<file path="src/scu_pkg.sv">
// Shared types, constants and saturation helpers for the charge unfolding block.
// Used by scu_mulq, scu_div and scintillation_charge_unfolding.
`default_nettype none

package scu_pkg;

    localparam int WINDOW_DEPTH_DEFAULT = 256;

    // fixed formats
    localparam int LEVEL_W = 48;
    localparam int CHARGE_W = 32;
    localparam int OUT_W = 31;
    localparam int COEF_W = 35;
    localparam int ENTRY_W = 2 * LEVEL_W + CHARGE_W;

    localparam logic signed [63:0] MAX48 = 64'sd140737488355327;
    localparam logic signed [63:0] MIN48 = -64'sd140737488355328;
    localparam logic signed [63:0] MULQ_LIM = 64'sd72057594037927935;
    localparam logic [COEF_W-1:0] ONE_Q32 = 35'h1_0000_0000;
    localparam logic [COEF_W-1:0] TWO_Q32 = 35'h2_0000_0000;
    localparam logic [COEF_W-1:0] C_LIM = 35'h4_0000_0000;

    // register addresses (word index)
    localparam logic [1:0] REG_FAST_FRACTION = 2'd0;
    localparam logic [1:0] REG_FAST_DECAY = 2'd1;
    localparam logic [1:0] REG_SLOW_DECAY = 2'd2;
    localparam logic [1:0] REG_WINDOW_TARGET = 2'd3;

    typedef logic signed [LEVEL_W-1:0] level_t;

    // clamp to the signed 48-bit level range
    function automatic level_t sat48(input logic signed [63:0] v);
        level_t r;
        if (v > MAX48)
            r = MAX48[LEVEL_W-1:0];
        else if (v < MIN48)
            r = MIN48[LEVEL_W-1:0];
        else
            r = v[LEVEL_W-1:0];
        return r;
    endfunction

    // clamp to the unsigned 31-bit result range
    function automatic logic [OUT_W-1:0] out31(input logic signed [63:0] v);
        logic [OUT_W-1:0] r;
        if (v < 0)
            r = '0;
        else if (v > 64'sd2147483647)
            r = '1;
        else
            r = v[OUT_W-1:0];
        return r;
    endfunction

endpackage

`default_nettype wire

</file>
<file path="src/scu_div.sv">
// Bit-serial ratio num*2^32/den, limited to 2.0, 1.0 when den is zero.
// One quotient bit per cycle; uses scu_pkg.
`default_nettype none

module scu_div (
    input  wire logic                          clk,
    input  wire logic                          rst_n,
    input  wire logic                          start,
    input  wire logic [32:0]                   num,
    input  wire logic [32:0]                   den,
    output logic                               done,
    output logic [scu_pkg::COEF_W-1:0]         ratio
);

    logic [33:0] rem_reg;
    logic [32:0] den_reg;
    logic [32:0] quo_reg;
    logic [5:0] cnt_reg;
    logic busy_reg;
    logic done_reg;
    logic [scu_pkg::COEF_W-1:0] ratio_reg;

    logic [33:0] shifted;

    assign shifted = {rem_reg[32:0], 1'b0};

    always_ff @(posedge clk or negedge rst_n)
    begin
        if (!rst_n)
        begin
            busy_reg <= 1'b0;
            done_reg <= 1'b0;
        end
        else
        begin
            done_reg <= 1'b0;
            if (start)
            begin
                if (den == '0 || {1'b0, num} >= {den, 1'b0})
                    done_reg <= 1'b1;
                else
                    busy_reg <= 1'b1;
            end
            else if (busy_reg && cnt_reg == 6'd32)
            begin
                busy_reg <= 1'b0;
                done_reg <= 1'b1;
            end
        end
    end

    // restoring division, integer bit first
    always_ff @(posedge clk)
    begin
        if (start)
        begin
            cnt_reg <= '0;
            den_reg <= den;
            if (den == '0)
                ratio_reg <= scu_pkg::ONE_Q32;
            else if ({1'b0, num} >= {den, 1'b0})
                ratio_reg <= scu_pkg::TWO_Q32;
            else if (num >= den)
            begin
                rem_reg <= 34'(num - den);
                quo_reg <= 33'd1;
            end
            else
            begin
                rem_reg <= 34'(num);
                quo_reg <= 33'd0;
            end
        end
        else if (busy_reg)
        begin
            cnt_reg <= cnt_reg + 6'd1;
            if (cnt_reg == 6'd32)
                ratio_reg <= {2'b00, quo_reg};
            else if (shifted >= {1'b0, den_reg})
            begin
                rem_reg <= shifted - {1'b0, den_reg};
                quo_reg <= {quo_reg[31:0], 1'b1};
            end
            else
            begin
                rem_reg <= shifted;
                quo_reg <= {quo_reg[31:0], 1'b0};
            end
        end
    end

    assign done = done_reg;
    assign ratio = ratio_reg;

endmodule

`default_nettype wire

</file>
<file path="config.mk">
export PLATFORM = sky130hd
export DESIGN_NAME = scu_div
export DESIGN_NICKNAME = d
export VERILOG_FILES = /design/src/scu_pkg.sv /design/src/scu_div.sv
export SDC_FILE = /design/constraint.sdc
export NUM_CORES = 1
export LEC_CHECK = 0
export ABC_CLOCK_PERIOD_IN_PS = 14300
export CORE_ASPECT_RATIO = 1.25
export CORE_UTILIZATION = 32
export DETAILED_ROUTE_END_ITERATION = 10
export DONT_BUFFER_PORTS = 1
export PLACE_DENSITY = 0.55
export SLEW_MARGIN = 20
export SYNTH_ARGS = -nofsm -noshare
export SYNTH_HDL_FRONTEND = slang
export SYNTH_SLANG_ARGS = --single-unit
</file>
<file path="constraint.sdc">
create_clock -name clk -period 14.3 [get_ports clk]
set_input_delay 2.86 -clock clk [delete_from_list [all_inputs] [get_ports clk]]
set_output_delay 2.86 -clock clk [all_outputs]
set_load 0.01 [all_outputs]
</file>
# ---- Word-level counts from Yosys, hierarchy flattened
# Index checks and enable logic that the tools add are counted.
dict set report op_classes {
  addsub 3
  magnitude_cmp 3
  eq_ne 6
  muxes 25
  reduce_logical 9
}
# operator count
set op_table {}
lappend op_table {{two-way mux 33 bit} 12}
lappend op_table {{two-way mux 35 bit} 5}
lappend op_table {{subtractor 33 bit} 2}
lappend op_table {{greater-or-equal comparator 33 x 34 -> 1 bit} 1}
lappend op_table {{greater-or-equal comparator 34 x 33 -> 1 bit} 1}
lappend op_table {{greater-or-equal comparator 33 bit} 1}
lappend op_table {{logical NOT 33 bit} 1}
lappend op_table {{two-way mux 1 bit} 8}
lappend op_table {{!= test 2 bit (second input constant)} 4}
lappend op_table {{adder 6 x 1 -> 6 bit (second input constant)} 1}
lappend op_table {{== test 6 bit (second input constant)} 1}
lappend op_table {{nonzero test 2 bit} 3}
lappend op_table {{AND reduction 4 bit} 1}
lappend op_table {{!= test 3 x 1 -> 1 bit (second input constant)} 1}
lappend op_table {{AND reduction 3 bit} 1}
lappend op_table {{AND reduction 2 bit} 1}
lappend op_table {{logical AND 1 bit} 1}
lappend op_table {{logical OR 1 bit} 1}
dict set report word_totals {
  register_bits 142
  inputBits 69
  output_inout_bits 36
  word_cells 53
}

# ---- Longest topological paths before layout
dict set report logic_depth {
  word_depth 5
  depth_mapped 13
  ltp_nobuf 12
}

# ---- Worst setup path after synthesis
# No wires, ideal clock.
dict set report synth_timing {
  path_type {input to register}
  from {input start}
  to {register quo_reg[0], enable pin}
  setup_ns 0.581
  arrival_ns 7.902
  required_ns 13.719
  slack_ns 5.817
  path_stages 4
  n_path_buf 1
  path_cell_list {inv_1 > clkbuf_1 > nand2_1 > o21ai_0}
}
dict set report synth_between {
  elab_chain_len 2
  elab_cells_between_ends 5
  cone_classes {3 x eq/ne; 2 x reduce/logical}
}
# element line
set synth_lines {}
lappend synth_lines {{from (decl)} scu_div.sv:8} ;# input wire logic start,
lappend synth_lines {{!= test 2 bit (no line) or nonzero test 2 bit (tied branches)} n/a}
lappend synth_lines {{AND reduction 4 bit (no line) *} n/a}
lappend synth_lines {{to (signal assigned)} scu_div.sv:82} ;# quo_reg <= {quo_reg[31:0], 1'b1};
lappend synth_lines {{to (signal assigned)} scu_div.sv:87} ;# quo_reg <= {quo_reg[31:0], 1'b0};
lappend synth_lines {{to (decl)} scu_div.sv:17} ;# logic [32:0] quo_reg;
# Mark *: on every way between the ends. The rest lies on a longest branch, timed or not.
# A chain may end at the register's enable or synchronous reset.

# ---- Worst setup path after layout
dict set report layout_timing {
  from {input den[28]}
  to {register ratio_reg (netlist bit ratio[24]), enable pin}
}
dict set report layout_between {
  elab_chain_len 3
  elab_cells_between_ends 4
  cone_classes {1 x order compare; 1 x eq/ne; 2 x reduce/logical}
}
# element line
set layout_lines {}
lappend layout_lines {{from (decl)} scu_div.sv:10} ;# input wire logic [32:0] den,
lappend layout_lines {{greater-or-equal comparator 33 x 34 -> 1 bit or logical NOT 33 bit (tied branches)} {scu_div.sv:61, scu_div.sv:59}}
lappend layout_lines {{!= test 3 x 1 -> 1 bit (no line) *} n/a}
lappend layout_lines {{AND reduction 3 bit (no line) *} n/a}
lappend layout_lines {{to (signal assigned)} scu_div.sv:60} ;# ratio_reg <= scu_pkg::ONE_Q32;
lappend layout_lines {{to (signal assigned)} scu_div.sv:62} ;# ratio_reg <= scu_pkg::TWO_Q32;
lappend layout_lines {{to (signal assigned)} scu_div.sv:78} ;# ratio_reg <= {2'b00, quo_reg};
lappend layout_lines {{to (decl)} scu_div.sv:21} ;# logic [scu_pkg::COEF_W-1:0] ratio_reg;
# Marked as above.

==> results.toml <==
[outcome]
status = "finished clean"

[synthesis]
syn-num-nets = 1262
avgSynthCellArea_um2 = 9.65
syn_area_um2 = 10500
synth.most_common_cell = "edfxtp_1"
ys.flop_type = "edfxtp_1"
netlist.area_leader.share_pct = 37.9
ys.warnings.count = 0
synth_area_leader_cell = "edfxtp_1"
yosysSeqAreaShare_pct = 39.6
synthDistinctLibCells = 80
synth_enable_flop_cells = 133
ys_seq_elements = 141
syn_inst = 1091
ys_top_cells_by_count = "edfxtp_1, ha_1, a21oi_1"
synth.top_cells.by_area = "edfxtp_1, ha_1, a21oi_1"
synthArstFlopShare_pct = 1.42

[placed_design]
place_congestion = 0.883
dp_cells = 1462
portBuffers = 0
placed_area_um2 = 10900
post-place-ws_ns = 7.77
dp_hpwl_mm = 21.6

[min_path]
min_path_type = "reg -> reg"
min-delay-start = "cnt_reg[5]$_SDFFE_PP0P_"

[final_layout]
area_delta_synth_final_pct = 9.36
layout-drive-gt1-share_pct = 6.37
nNetsFinal = 1242
finalNonFillerCells = 1495
postLayoutCellArea_um2 = 11500
diodes = 0
fin_util_pct = 35.9
largest_register_ffs = 34

[critical_path]
start_kind = "input pin"
crit_top_cell = "o221ai_1"
rrSetupSlack_ns = 10.28
rr_endpoint = "rem_reg[2]$_DFFE_PP_"
setup.worst_path.start = "den[28]"
slowest_stage = "nor4_1"
worstPathCellList = "nor4_1 -> nand4_1 -> nor3_1 -> nor2_1 -> o221ai_1 -> a21oi_1 -> o221ai_1 -> a21boi_4 -> buf_16"
timing.rr.start = "rem_reg[6]$_DFFE_PP_"
end_kind = "flip-flop"
worstSetupPathType = "in -> reg"
cp-endpoint = "ratio[24]$_SDFFCE_PP0P_"
worst-path-max-fanout = 22
cp.required_ns = 14.44
r2r_cells = 11
worstPathArrival_ns = 5.93
max_stage_delay_ns = 0.71

[cts]
clock-root-buffer = "clkbuf_16"
numCtsBuffers = 17
cts_setup_buffers = 0
cts_tree = "yes"
clock_latency_ns = 0.44
clock_path_buffers = 2
htreeDepth = 4
clk_pin_slew_ns = 0.06
numClockSinks = 141
cts_hold_repair.buffers = 0
cts_resized = 0

[routing]
vias = 8015
drtIter0Drc = 560
drc = 0
wl_per_cell_um = 18.4
viasPerCell = 5.36
ant_nets = 0
dr.pass1.iters = 5
drt_wl_total_mm = 27.6

[timing]
holdWs_ns = 0.496
setup_tns_ns = 0
setup_viol = 0
fin_ws_ns = 8.51
worstMarginPinSlew_ns = 0.902
rsz0062_at_grt = "false"
clock_skew_ns = 0.0121
slew_headroom_pct = 39.8
hold_violations = 0
period_needed_ns = 5.79
fmax_ghz = 0.173
finalMaxSlewViolations = 0
fin_crit_sh_pct = 40.5

[floorplanning]
die_area_um2 = 33600
dieWidth_um = 164
die_h_um = 205
start_util_pct = 32.8
rows = 73
io_pins = 105
core_um2 = 32100

[global_routing]
grt_use_total_pct = 16.8
grt_max_degree = 126
grt_pass1_wl_mm = 43.0
grt_antenna_before_repair = 0
grt-ovfl-total = 0
grt_pass1_vias = 7933

[power]
design_power_total_mw = 1.68
powerDensity_nw_per_um2 = 146
p_leak_nw = 4.78
ir_worst_vdd_mv = 0.0872

[flow_run]
cap_violations = 0
==> power by group <==
group | internal (mW) | switching [mW]
Sequential | 0.529 | 0.0333
Combinational | 0.275 | 0.397
Clock | 0.246 | 0.196
Total | 1.05 | 0.626
==> critical path, delay by kind of cell <==
family	cells	cell delay (ns)
simple gates	4	1.77
compound gates	4	1.05
buf+inv	1	0.23
==> per-layer routing <==
layer | GRT usage [%] | wire length (um) | vias to the layer above
met2 | 29.6 | 13900 | 203
met5 | 0 | 0 | -
met4 | 6.98 | 689 | 0
met3 | 2.39 | 1040 | 28
li1 | - | - | 3998
met1 | 20.3 | 11900 | 3786
==> layout make-up <==
| cell class | instances | area (um^2) |
|---|---|---|
| clock buffers | 17 | 425 |
| clock inverters | 14 | 155 |
| fillers | 3251 | 20500 |
| inverters | 88 | 330 |
| multi-input cells | 817 | 5830 |
| flip-flops and latches | 141 | 4160 |
| well taps | 412 | 515 |
| repair buffers | 6 | 85.1 |
==> layout by cell type (no fill, tap or decap), types with 14 or more instances in the layout <==
cell type,count
edfxtp_1,133
ha_1,100
a21oi_1,92
inv_1,88
nand2_1,80
nor2_1,74
a21o_1,49
nor2b_1,44
o21ai_0,41
xnor2_1,29
xor2_1,23
nand4_1,22
a31oi_1,20
nand3_1,18
nor3_1,18
clkbuf_16,17
a211oi_1,16
mux2i_1,14
==> cells by family after synthesis <==
kind of cell / synth area share (%)
AND/OR/NAND/NOR: 16.0
XOR/XNOR: 4.33
flip-flops: 39.6
other: 0.0356
multiplexers: 1.55
AO/OA/AOI/OAI: 20.9
buffers and inverters: 5.28
adder cells (fa/ha/maj): 12.3
==> worst min-delay path by stage <==
stage	endpoint	cells after the start	slack (ns)
final	cnt_reg[5]$_SDFFE_PP0P_	2	0.50
after global routing	cnt_reg[5]$_SDFFE_PP0P_	2	0.53
after CTS	cnt_reg[5]$_SDFFE_PP0P_	2	0.50
after detailed placement	cnt_reg[5]$_SDFFE_PP0P_	2	0.49
after global placement	cnt_reg[5]$_SDFFE_PP0P_	2	0.47
after floorplan	cnt_reg[5]$_SDFFE_PP0P_	2	0.45
Power figures use the tool's default switching activity.
